`src/rtl/dgcc_ram.sv`:
```
`timescale 1ns / 1ps
// Generic simple dual-port RAM: one write port, one read port, registered read.
// No dependencies.
module dgcc_ram #(
    parameter int WIDTH = 8,
    parameter int DEPTH = 256,
    localparam int AW = $clog2(DEPTH)
) (
    input  logic             clk,
    input  logic             we,
    input  logic [AW-1:0]    waddr,
    input  logic [WIDTH-1:0] wdata,
    input  logic [AW-1:0]    raddr,
    output logic [WIDTH-1:0] rdata
);

    logic [WIDTH-1:0] mem [DEPTH];
    logic [WIDTH-1:0] rdata_reg;

    always_ff @(posedge clk)
    begin
        if (we)
        begin
            mem[waddr] <= wdata;
        end
        rdata_reg <= mem[raddr];
    end

    assign rdata = rdata_reg;

endmodule

```
`config.mk`:
```
export PLATFORM = sky130hd
export DESIGN_NAME = dgcc_ram
export DESIGN_NICKNAME = d
export VERILOG_FILES = /design/src/rtl/dgcc_ram.sv
export SDC_FILE = /design/constraint.sdc
export NUM_CORES = 2
export LEC_CHECK = 0
export BUFFER_PORTS_ARGS = -buffer_cell sky130_fd_sc_hd__buf_2
export CORE_ASPECT_RATIO = 1.1
export CORE_MARGIN = 4
export CORE_UTILIZATION = 24
export DETAILED_ROUTE_END_ITERATION = 8
export PLACE_DENSITY_LB_ADDON = 0.3
export SYNTH_ARGS = -nofsm -noshare
export SYNTH_HDL_FRONTEND = slang
export SYNTH_SLANG_ARGS = --single-unit
```
`constraint.sdc`:
```
create_clock -name clk -period 3.91 [get_ports clk]
set_input_delay 0 -clock clk [delete_from_list [all_inputs] [get_ports clk]]
set_output_delay 0 -clock clk [all_outputs]
set_load 0.01 [all_outputs]
```
# Word level (Yosys, flattened, before mapping)

Memories as Yosys holds them, arrays and structs flattened. A register that Yosys moved wholly into a read port is not among the register bits.
Cells that the tools add are included.

Flip-flop bits (word level): 0
Latch bits: 0
Memory bits (writable): 2048
Memory bits (read-only): 0
Output and inout port bits: 8
Memories: 1

Add/sub/neg operators: 0
Multipliers: 0
Divide/modulo/power cells: 0
Order comparisons: 0
Eq/ne operators: 0
Shift operators: 0
Muxes and demuxes: 2
Bitwise gates (word level): 0
Reduce and logical (&&, ||, !) cells: 0

Memory list:

| name | words | width | rd ports | clocked after Yosys merged registers in | write ports | line | source |
|---|---|---|---|---|---|---|---|
| mem  | 256   | 8     | 1        | 1                                       | 1           | 17   | `logic [WIDTH-1:0] mem [DEPTH];` |

Operators with widths:

| kind             | count |
|---|---|
| 2-to-1 mux 1 bit | 2 |

# Longest topological paths before layout

Depth in word-level cells: 2
Mapped depth: 11
Depth with buffers taken out: 6

# Least setup slack after synthesis

Ideal clock, no wire load.

Path kind: input to register
Start point: input port raddr[0]
End point: register rdata_reg[2], in the netlist rdata[2], read port of mem
Setup time: 0.131 ns
Arrival: 1.807 ns
Setup slack: 1.972 ns
Stages on the path: 9
Path buffers: 4
Cell sequence: buf_6 buf_12 buf_8 buf_2 mux4_2 a22oi_1 a21oi_1 nor4_1 nor4_2

RTL lines:

| item               | line | source |
|---|---|---|
| start: declaration | 13   | `input logic [AW-1:0] raddr,` |
| end: declaration   | 18   | `logic [WIDTH-1:0] rdata_reg;` |

==> impl_metrics.py <==
metrics = {
    "yosys": {
        "post_synth_num_cell_types": 55,
        "seq_total_area_yosys_pct": 77.50,
        "synth-compound-area-share_pct": 3.419,
        "synthesis.yosys.warnings": 0,
        "yosys_register_bits": 2056,
        "xor_xnor_share_of_the_synthesized_area_pct": 0,
        "synth_top_flop_cell": "sky130_fd_sc_hd__edfxtp_1",
        "synthesis.nets": 3759,
        "number_of_flops_mapped_to_enable_cells_by_yosys": 2048,
        "synthSimpleGateAreaFrac_pct": 2.628,
        "synth_area_per_cell_sq_um": 21.31,
        "netlist_instances": 3733,
        "multiplexer_share_of_the_synthesized_area_pct": 14.62,
        "post_synthesis_adder_cell_area_fraction_pct": 0,
        "synth.cell_area_sq_um": 79560,
        "synth_top_family_by_area": "multiplexers",
        "synthArstFlopShare_pct": 0,
    },
    "sta": {
        "final_min_period_over_clock_period_pct": 74.98,
        "maxSlewHeadroom_pct": 0.1347,
        "measured_slew_at_the_worst_slew_check_pin_ns": 1.484,
        "final_period_minus_worst_setup_slack_ns": 2.932,
        "timing.final.setup_violations": 0,
        "rsz0062_at_grt": "no",
        "fin_tns_setup_ns": 0,
        "drv_slew": 0,
        "max_fclk_ghz": 0.3411,
        "fin_ws_ns": 0.9782,
        "fin_worst_skew_ns": 0.05541,
        "timing.final.hold_violations": 0,
    },
    "outcome": {
        "result_of_the_run": "finished, violations left",
        "violations": "capacitance limit",
    },
    "placement": {
        "detailedPlace.worstSlack_ns": 0.1216,
        "placement.io_buffers": 33,
        "gpl.final_weighted_congestion": 0.7793,
        "hpwl_mm": 139.9,
    },
    "flow_run": {
        "max_cap_viol": 1,
    },
    "global_routing": {
        "grt-ovfl-total": 0,
        "first_global_vias": 40200,
        "groute.usage.overall_pct": 12.87,
        "grt_max_degree": 137,
        "global_route_wire_length_before_repair_mm": 315.4,
        "antenna_violations_before_repair": 18,
    },
    "final_layout": {
        "largest_register_ffs": 2048,
        "area.growth.synth_to_final_pct": 16.96,
        "num-nets-final": 4017,
        "drive_above_1_share_pct": 24.75,
        "layout_commonest_cell": "sky130_fd_sc_hd__edfxtp_1",
        "most-common-layout-cells": "sky130_fd_sc_hd__edfxtp_1, sky130_fd_sc_hd__mux4_2, sky130_fd_sc_hd__nor2_1",
    },
    "setup_path": {
        "crit_path_start_kind": "input port",
        "reg2reg_to": "rdata[6]",
        "critical_path_end": "rdata[6]",
        "r2r_worst_path_depth": 5,
        "reg2reg_from": "mem[223][6]",
        "critical_path_launch_point": "raddr[0]",
        "worst-setup-path-type": "input port to flip-flop",
        "critical_path_required_ns": 4.59,
        "cp_data_arrival_time_ns": 3.61,
        "ff2ff_setup_slack_ns": 1.02,
        "crit_fanout": 31,
        "critical_path.endpoint_type": "flip-flop",
    },
    "floorplan": {
        "fp-row-count": 221,
        "floorplan.die.height_um": 611.9,
        "die_area_sq_um": 340800,
        "chipWidth_um": 557.0,
        "start_util_pct": 24.12,
        "core_sq_um": 329900,
        "pin_count": 34,
    },
    "drt": {
        "first_pass_iters": 6,
        "dr_total_vias": 38910,
        "wl_per_cell_um": 26.20,
        "drtAntennaViolNets": 0,
        "wire_length_reported_by_the_detailed_router_mm": 223.5,
        "vias_per_cell": 4.563,
        "drt_iter0_markers": 3817,
        "drcViolationCount": 0,
    },
    "clocking": {
        "later_pin_clock_latency_in_the_skew_report_ns": 0.86,
        "cts.path.max_buffers": 3,
        "clkSinkCount": 2056,
        "cts.repair_timing.setup_buffer_count": 0,
        "number_of_buffers_created_by_cts": 217,
        "post_cts.resized_instances": 0,
        "tritoncts_clock_tree": "yes",
        "cts.clk_slew.worst_paths_ns": 0.06,
        "cts-root-buf": "sky130_fd_sc_hd__clkbuf_16",
        "cts_htree_levels": 4,
    },
    "power_and_ir_drop": {
        "cellPowerDensity_nw_per_um2": 503.1,
        "static-leakage-power_nw": 28.15,
        "vdd.ir_drop.worst_mv": 0.4024,
    },
    "hold_path": {
        "min_path_type": "input port to flip-flop",
    },
}
[power by group]
group	switching [W]	total, W	leakage, nW	internal [W]
clock network	0.00868	0.0201	3.40	0.0114
registers	0.0000664	0.0244	18.5	0.0243
logic	0.00154	0.00233	6.27	0.000790
[worst min-delay path by stage]
| stage | start | end | slack [ns] | cells after the start |
|---|---|---|---|---|
| 6_report | raddr[4] | rdata[6] | 0.05 | 5 |
| 4_1_cts | raddr[4] | rdata[6] | 0.004 | 5 |
| 5_1_grt | raddr[4] | rdata[6] | 0.03 | 5 |
| 3_5_place_dp | wdata[2] | mem[82][2] | 0.54 | 1 |
| 3_3_place_gp | wdata[2] | mem[83][2] | 0.53 | 1 |
| 2_1_floorplan | wdata[0] | mem[0][0] | 0.1 | 0 |
[per-layer routing]
| metal | up-vias | routed length (um) | GRT usage [%] | share of wire [%] |
|---|---|---|---|---|
| li1 | 16250 | - | - | - |
| met1 | 21280 | 95390 | 17.16 | 43 |
| met2 | 1076 | 111100 | 21.67 | 50 |
| met3 | 298 | 10960 | 2.105 | 4.9 |
| met4 | 6 | 5995 | 3.582 | 2.7 |
| met5 | - | 34 | 0 | 0.015 |
[timing repair]
| action | CTS | global route |
|---|---|---|
| setup endpoints to repair | 0 | 0 |
| hold endpoints to repair | 1106 | 0 |
| hold buffers | 17 | 0 |
[logic make-up (layout without fill, tap and decap cells)]
kind of cell / Yosys count / count (layout)
DFF: 2056 / 2056
muxes: 591 / 591
and+or+nand+nor: 466 / 466
AOI/OAI and AO/OA: 385 / 385
buffers and inverters: 235 / 679
other: 0 / 3
[Yosys cell counts (all sizes together) (4+ instances only)]
cell type  count  area [sq um]
nor4          27         187.7
edfxtp      2048         61500
nand2         33         123.9
nor2b         31         193.9
buf          122          1032
a22oi        133         998.5
a211oi        16         120.1
and2           6         37.54
a2111oi        5         52.55
nand2b         8         50.05
clkbuf       111         416.7
nand4         10         62.56
a22o           8         70.07
o32ai          5         51.30
o22ai         28         175.2
dfxtp          8         160.2
o211ai        10         75.07
nand3         34         170.2
o221ai        47         417.9
o21ai         12         60.06
nor2         282          1059
o22a           5         43.79
a21oi         96         480.5
mux2i        134          1341
mux4         456         10280
or2            4         25.02
a221oi        14         128.9
nor3          22         110.1
[stage by stage]
| stage | hold slack [ns] | area, sq um | util, % | std cells | power, W |
|---|---|---|---|---|---|
| finish | 0.04551 | 93050 | 28.21 | 8528 | 0.04682 |
| floorplan | 0.09887 | 79560 | - | 3733 | 0.02597 |
| CTS | 0.004063 | 93040 | 28.20 | 8525 | 0.04731 |
| detailed placement | 0.5418 | 85900 | 26.04 | 8103 | 0.02720 |
| global route | 0.02858 | 93050 | 28.21 | 8527 | 0.04835 |
| global placement | 0.5273 | 85890 | 26.04 | 8103 | 0.02718 |
[cell type report]
type	count	area, sq um
timing repair buffer	272	2457
antenna	3	7.507
clock inverter	143	1279
tap	4348	5440
sequential	2056	61660
inverter	2	7.507
fill	32320	236800
multi-input combinational	1442	16510
clock buffer	262	5693
[critical path, cell delays in order]
cell                      delay (ns)
sky130_fd_sc_hd__buf_8          0.35
sky130_fd_sc_hd__buf_4          0.40
sky130_fd_sc_hd__buf_4          0.47
sky130_fd_sc_hd__mux4_2         0.58
sky130_fd_sc_hd__a22oi_1        0.23
sky130_fd_sc_hd__a21oi_1        0.19
sky130_fd_sc_hd__nor4_1         1.24
sky130_fd_sc_hd__nor4_2         0.07
No activity file was read; power rests on OpenSTA's default activity.
