## src/rtl/dgcc_pkg.sv

```systemverilog
`timescale 1ns / 1ps
// Shared constants, types and state codes for the directed graph cycle check.
// No dependencies.
package dgcc_pkg;

    // default sizes of the graph stores
    localparam int MAX_VERTICES_DEF = 256;
    localparam int MAX_EDGES_DEF    = 1024;

    // fixed field widths at the ports
    localparam int CMD_W    = 2;
    localparam int VTX_W    = 8;
    localparam int VCOUNT_W = 9;
    localparam int STATUS_W = 2;
    localparam int EDGES_W  = 11;

    localparam logic [VCOUNT_W-1:0] VCOUNT_RESET = 9'd256;

    // command codes
    localparam logic [CMD_W-1:0] CMD_ADD   = 2'd0;
    localparam logic [CMD_W-1:0] CMD_CHECK = 2'd1;
    localparam logic [CMD_W-1:0] CMD_CLEAR = 2'd2;

    // status codes
    localparam logic [STATUS_W-1:0] ST_OK    = 2'd0;
    localparam logic [STATUS_W-1:0] ST_FULL  = 2'd1;
    localparam logic [STATUS_W-1:0] ST_RANGE = 2'd2;

    typedef enum logic [3:0] {
        WK_IDLE,
        WK_HCLR,
        WK_MCLR,
        WK_START,
        WK_SEEN,
        WK_ROOT,
        WK_EDGE,
        WK_ERD,
        WK_MRD,
        WK_POP,
        WK_PUSH,
        WK_DONE
    } walk_state_t;

    typedef struct packed {
        logic busy;
        logic done;
        logic found;
    } walk_stat_t;

    typedef struct packed {
        logic range_err;
        logic full_err;
    } load_err_t;

endpackage

```

## src/rtl/dgcc_load.sv

```systemverilog
`timescale 1ns / 1ps
// Edge loader: two-stage head read / link write, edge count and error flags.
// Depends on dgcc_pkg.
module dgcc_load import dgcc_pkg::*; #(
    parameter int MAX_VERTICES = MAX_VERTICES_DEF,
    parameter int MAX_EDGES    = MAX_EDGES_DEF,
    localparam int VW = $clog2(MAX_VERTICES),
    localparam int NW = $clog2(MAX_VERTICES + 1),
    localparam int EW = $clog2(MAX_EDGES + 1),
    localparam int AW = $clog2(MAX_EDGES)
) (
    input  logic              clk,
    input  logic              rst_n,
    input  logic              add_go,
    input  logic              clear_go,
    input  logic [VTX_W-1:0]  src,
    input  logic [VTX_W-1:0]  dst,
    input  logic [NW-1:0]     n,
    output logic [VW-1:0]     head_raddr,
    input  logic [EW-1:0]     head_rdata,
    output logic              head_we,
    output logic [VW-1:0]     head_waddr,
    output logic [EW-1:0]     head_wdata,
    output logic              edge_we,
    output logic [AW-1:0]     edge_waddr,
    output logic [VW+EW-1:0]  edge_wdata,
    output logic [EW-1:0]     stored,
    output load_err_t         err
);

    localparam int SW = (NW > VTX_W) ? NW : VTX_W;

    logic             p_valid_reg, p_valid_next;
    logic [EW-1:0]    stored_reg, stored_next;
    load_err_t        err_reg, err_next;
    logic             fwd_reg, fwd_next;
    logic [VTX_W-1:0] p_src_reg;
    logic [VTX_W-1:0] p_dst_reg;
    logic             p_bad_reg;
    logic [EW-1:0]    fwd_val_reg;

    logic          range_bad;
    logic          full;
    logic          p_store;
    logic [EW-1:0] head_val;

    assign range_bad = (SW'(src) >= SW'(n)) || (SW'(dst) >= SW'(n));
    assign full      = stored_reg >= EW'(MAX_EDGES);
    assign p_store   = p_valid_reg && !p_bad_reg && !full;

    // a back-to-back add on the same source sees the index written this cycle
    assign head_val  = fwd_reg ? fwd_val_reg : head_rdata;

    assign head_raddr = VW'(src);
    assign head_we    = p_store;
    assign head_waddr = VW'(p_src_reg);
    assign head_wdata = stored_reg;
    assign edge_we    = p_store;
    assign edge_waddr = AW'(stored_reg);
    assign edge_wdata = {VW'(p_dst_reg), head_val};

    always_comb
    begin
        p_valid_next = add_go;
        fwd_next     = add_go && p_store && (p_src_reg == src);
        stored_next  = stored_reg;
        err_next     = err_reg;
        if (clear_go)
        begin
            stored_next = '0;
            err_next    = '0;
        end
        else if (p_valid_reg)
        begin
            if (p_bad_reg)
            begin
                err_next.range_err = 1'b1;
            end
            else if (full)
            begin
                err_next.full_err = 1'b1;
            end
            else
            begin
                stored_next = stored_reg + EW'(1);
            end
        end
    end

    always_ff @(posedge clk or negedge rst_n)
    begin
        if (!rst_n)
        begin
            p_valid_reg <= 1'b0;
            stored_reg  <= '0;
            err_reg     <= '0;
            fwd_reg     <= 1'b0;
        end
        else
        begin
            p_valid_reg <= p_valid_next;
            stored_reg  <= stored_next;
            err_reg     <= err_next;
            fwd_reg     <= fwd_next;
        end
    end

    always_ff @(posedge clk)
    begin
        if (add_go)
        begin
            p_src_reg <= src;
            p_dst_reg <= dst;
            p_bad_reg <= range_bad;
        end
        fwd_val_reg <= stored_reg;
    end

    assign stored = stored_reg;
    assign err    = err_reg;

endmodule

```

## config.mk

```make
export PLATFORM = sky130hd
export DESIGN_NAME = dgcc_load
export DESIGN_NICKNAME = d
export VERILOG_FILES = /design/src/rtl/dgcc_pkg.sv /design/src/rtl/dgcc_load.sv
export SDC_FILE = /design/constraint.sdc
export NUM_CORES = 1
export LEC_CHECK = 0
export ABC_AREA = 1
export ABC_CLOCK_PERIOD_IN_PS = 2960
export BUFFER_PORTS_ARGS = -buffer_cell sky130_fd_sc_hd__buf_2
export CORE_MARGIN = 3
export CORE_UTILIZATION = 35
export CTS_BUF_LIST = sky130_fd_sc_hd__clkbuf_4 sky130_fd_sc_hd__clkbuf_8 sky130_fd_sc_hd__clkbuf_16
export CTS_CLUSTER_DIAMETER = 80
export DETAILED_ROUTE_END_ITERATION = 10
export HOLD_SLACK_MARGIN = 0.15
export SLEW_MARGIN = 25
export SYNTH_ARGS = -nofsm -noshare
export SYNTH_HDL_FRONTEND = slang
export SYNTH_SLANG_ARGS = --single-unit
```

## constraint.sdc

```tcl
create_clock -name clk -period 2.96 [get_ports clk]
set_clock_uncertainty 0.05 [all_clocks]
set_input_delay 0.592 -clock clk [delete_from_list [all_inputs] [get_ports clk]]
set_output_delay 0.592 -clock clk [all_outputs]
set_load 0.005 [all_outputs]
```

* Word level (Yosys, flattened, before mapping)
Index checks and enable logic that the tools add are counted.
** Storage, ports and cells
- Bits in registers :: 43
- Latch bits :: 0
- Bits in writable memories :: 0
- Memory bits (read-only) :: 0
- Bits of input ports :: 40
- Output and inout port bits :: 71
- Word-level logic and storage cells :: 39
- Memories kept :: 0
** Operators by class
- Add/subtract/negate cells :: 1
- Multiply operators :: 0
- Divide/modulo/power cells :: 0
- Magnitude comparators :: 3
- Equality and inequality tests :: 3
- Shift-type cells :: 0
- Mux-type cells :: 10
- Bitwise logic cells :: 0
- Reductions and logical operators :: 13
** Operators with widths (number)
- 11-bit two-way mux :: 5
- 8-bit by 9-bit >= comparator with 1-bit output :: 2
- 11-bit by 1-bit adder with 11-bit output, second input constant :: 1
- 11-bit >= comparator, second input constant :: 1
- 8-bit == test :: 1
- 3-bit AND reduction :: 2
- 2-bit nonzero test :: 3
- 1-bit logical AND :: 4
- 2-bit two-way mux :: 2
- 2-bit != test, second input constant :: 2
- 1-bit two-way mux :: 3
- 1-bit logical NOT :: 2
- 2-bit AND reduction :: 1
- 1-bit logical OR :: 1

* Longest topological paths before layout
- Depth in word-level cells :: 5
- Mapped depth :: 10
- Mapped depth without buffers :: 10

* Worst setup path before layout
No wires, ideal clock.
- Path type :: input -> register
- From :: input port n[6]
- To :: register p_bad_reg, data pin
- Library setup time :: 260 ps
- Arrival time :: 1290 ps
- Data required time :: 2650 ps
- Setup slack :: 1360 ps
- Stages on the path :: 10
- Path buffers :: 0
- Path through :: inv_1 -> ha_1 -> nand2_1 -> nand2_1 -> nand2_1 -> nand2_1 -> inv_1 -> nand2_1 -> nor2_1 -> nand3_1
** Between the ends
- Word-level cells in the longest chain between the ends :: 2
- Elaborated cells on any way between the ends :: 3
- Those cells by class :: 2 x order compare; 1 x reduce/logical
** Ends and longest elaborated chain
- start, declared :: line dgcc_load.sv:18 : input logic [NW-1:0] n,
- 8-bit by 9-bit >= comparator with 1-bit output :: line dgcc_load.sv:47 : assign range_bad = (SW'(src) >= SW'(n)) || (SW'(dst) >= SW'(n));
- 1-bit logical OR (*) :: line dgcc_load.sv:47
- via range_bad :: line dgcc_load.sv:42 : logic range_bad;
- end signal, assigned :: line dgcc_load.sv:114 : p_bad_reg <= range_bad;
- end, declared :: line dgcc_load.sv:39 : logic p_bad_reg;
The timed path passes the listed nets; every way through them passes the cells marked *.
A chain may end at the register's enable or synchronous reset.

* Final worst setup path
- From :: register fwd_reg
- To :: output port edge_wdata[3]
** Between the ends
- Word-level cells in the longest chain between the ends :: 1
** Ends and longest elaborated chain
- start, declared :: line dgcc_load.sv:36 : logic fwd_reg, fwd_next;
- start signal, assigned :: line dgcc_load.sv:104 : fwd_reg <= fwd_next;
- 11-bit two-way mux :: line dgcc_load.sv:52 : assign head_val = fwd_reg ? fwd_val_reg : head_rdata;
- end, declared :: line dgcc_load.sv:26 : output logic [VW+EW-1:0] edge_wdata,
Every way passes these cells.

==> metrics.md <==
| Metric | Value |
|---|---|
| Worst path top cell family by delay | `flip-flops` |
| Avg WL per Cell | `12.0 um` |
| Final Util | `45.4%` |
| Fin. Hold Viols | `0` |
| P_leak | `1.60 nW` |
| Hold Buf Count CTS | `1` |
| Sequential share of power | `52.1%` |
| Yosys warns | `0` |
| Pin count of the biggest net entering global routing | `20` |
| CP bufs+invs | `1` |
| Clk slew on worst S/H paths | `0.09 ns` |
| Total track usage | `13.6%` |
| Post-Syn Area per Cell | `8.92 sq um` |
| Syn nets | `330` |
| Largest stage delay on the critical path | `0.64 ns` |
| CP Class | `flop to output pin` |
| Starting Density | `37.3%` |
| PwrDens | `431 nW/um^2` |
| Final wirelength | `5.23 mm` |
| Die ar. | `7990 sq um` |
| Worst Tran Pin Value | `0.475 ns` |
| Worst-case clock buffer depth | `2` |
| Setup crit start kind | `flop` |
| Placed Cells | `428` |
| GRT overflow | `0` |
| Fmax | `0.479 GHz` |
| Sequential cell area fraction in the yosys report | `45.4%` |
| Antenna Nets Post-Route | `0` |
| Initial antenna violation count | `0` |
| Root Driver | `clkbuf_8` |
| Iter 0 DRT Violations | `74` |
| Peak supply drop | `0.217 mV` |
| Pint | `0.953 mW` |
| Row count | `29` |
| Share of cells above drive strength 1 | `37.2%` |
| RSZ-0062 raised after global routing | `false` |
| Max Cap Viol | `0` |
| Final hold slack | `0.438 ns` |
| Syn Inst Count | `273` |
| Overall power | `1.28 mW` |
| Logic pwr share | `14.9%` |
| Residual DRC | `0` |
| Gpl congestion | `0.781` |
| Synthesis-stage register bit count | `43` |
| Most frequent cells in the layout | `buf_2 (110), nand2_1 (54), inv_1 (41), nor2_1 (25)` |
| Port bufs | `110` |
| DIE HEIGHT | `89.4 um` |
| Vias in the first global route | `1,910` |
| Layout area overhead | `21.7%` |
| Cells along the critical path | `mux2_2, buf_2` |
| IO Pins | `111` |
| Final worst path period share | `70.5%` |
| TritonCTS Buffers | `5` |
| Cts repair resizes | `0` |
| Switch Pwr | `0.324 mW` |
| CORE AREA | `6530 sq um` |
| Status | `complete, no violations` |
| HPWL Detailed | `4.21 mm` |
| Skew-Pair Late Insertion Delay | `0.29 ns` |
| Finish-stage setup viols | `0` |
| Post-synth cell types | `26` |
| # diodes | `0` |
| Via count | `2,017` |
| H-tree levels | `2` |
| Sw Ratio | `25.4%` |
| TNS Setup | `0 ns` |
| CP max FO | `11` |
| Die Width | `89.4 um` |
| Final Slew Violations | `0` |
| Critical Path RT | `2.32 ns` |
| Slowest cell on crit path | `dfrtp_1` |
| CP endpoint kind | `output pin` |
| Nets | `416` |
| Via density | `4.62` |
| Clk pwr share | `33.0%` |
| Clk sinks | `43` |
| First-pass GRT wire length | `8.47 mm` |
| Netlist Area Pre-Place | `2430 sq um` |
| Cell Count, Final, Fillers Out | `437` |
| Postcts setup bufs | `0` |
| Hold Crit Class | `primary input to flop` |
| Rel. slew slack | `68.3%` |
| Min Tclk post-route | `2.09 ns` |
| DRT Pass-1 Iters | `4` |
| Most common cell after layout, fill and taps aside | `buf_2` |
| CTS tree | `yes` |
| Critical Path AT | `1.45 ns` |
==> per-layer routing <==
| layer | vias up | routed length, um | track usage (%) | share of wire, % |
|---|---|---|---|---|
| met5 | - | 0 | 0 | 0 |
| met4 | 0 | 23 | 2.84 | 0.44 |
| met3 | 2 | 353 | 3.96 | 6.8 |
| met2 | 73 | 2660 | 25.1 | 51 |
| met1 | 917 | 2190 | 15.5 | 42 |
| li1 | 1025 | - | - | - |
==> synth_stat cells <==
cell type	instances	area share, %
nor2_4	1	0.46
nor3_1	3	0.62
o21ai_0	5	1.0
o22ai_1	2	0.51
o31ai_1	1	0.31
edfxtp_1	17	21
inv_1	41	6.3
buf_4	30	9.2
ha_1	17	8.7
nor2_2	1	0.26
dfxtp_1	11	9.0
a21boi_0	1	0.31
mux2_2	11	5.1
nand3_1	12	2.5
nand4_1	5	1.3
nor2_1	25	3.9
buf_2	2	0.41
inv_2	1	0.15
nor3_4	1	0.67
o21ai_1	1	0.21
nand2_1	54	8.3
nand3_4	1	0.72
xnor2_1	2	0.72
o21bai_1	2	0.62
a21oi_1	11	2.3
dfrtp_1	15	15
==> worst reg2reg max path: stages, from the launching register on <==
cell	delay [ns]
dfrtp_1	0.47
ha_1	0.21
inv_1	0.10
nor3_4	0.25
nand3_1	0.09
nand2_1	0.06
nor2_1	0.04
==> power by group through the flow <==
| stage | sequential (mW) | combinational [mW] | clock, mW |
|---|---|---|---|
| finish | 0.665 | 0.190 | 0.421 |
| global route | 0.669 | 0.224 | 0.471 |
| CTS | 0.666 | 0.196 | 0.439 |
| detailed placement | 0.679 | 0.194 | 0 |
| global placement | 0.678 | 0.190 | 0 |
| floorplan | 0.679 | 0.106 | 0 |
==> final cells by class <==
class / instances / area [sq um]
sequential: 43 / 1110
multi-input combinational: 156 / 936
inverter: 42 / 158
fill: 665 / 3570
tap: 77 / 96.3
clock inverter: 2 / 13.8
timing repair buffer: 111 / 561
clock buffer: 6 / 93.8
==> worst paths after layout <==
| check | to | slack [ns] | from | depth (start not counted) |
|---|---|---|---|---|
| max in group asynchronous | p_valid_reg | 1.89 | rst_n | 2 |
| min in group asynchronous | head_wdata[0] | 0.70 | rst_n | 2 |
| max reg2reg | head_wdata[8] | 1.57 | head_wdata[1] | 6 |
| min reg2reg | fwd_val_reg[9] | 0.44 | head_wdata[9] | 0 |
| max | edge_wdata[3] | 0.87 | fwd_reg | 2 |
| min | err[0] | 0.44 | clear_go | 2 |
==> metrics by stage <==
| stage | setup slack (ns) | instance area, sq um |
|---|---|---|
| final | 0.872 | 2960 |
| after global placement | 1.17 | 2850 |
| after global routing | 0.776 | 2960 |
| after CTS | 0.825 | 2960 |
| after floorplan | 1.36 | 2430 |
| after detailed placement | 1.17 | 2850 |
==> kinds of logic (layout without fill, tap and decap cells) <==
logic type	after synthesis	after routing	share of synthesized area, %
compound gates	23	23	5.24
xor+xnor	2	2	0.720
fa+ha+maj	17	17	8.74
buf+inv	74	161	16.1
flops	43	43	45.4
mux	11	11	5.09
simple gates	103	103	18.7
Power figures use the tool's default switching activity.
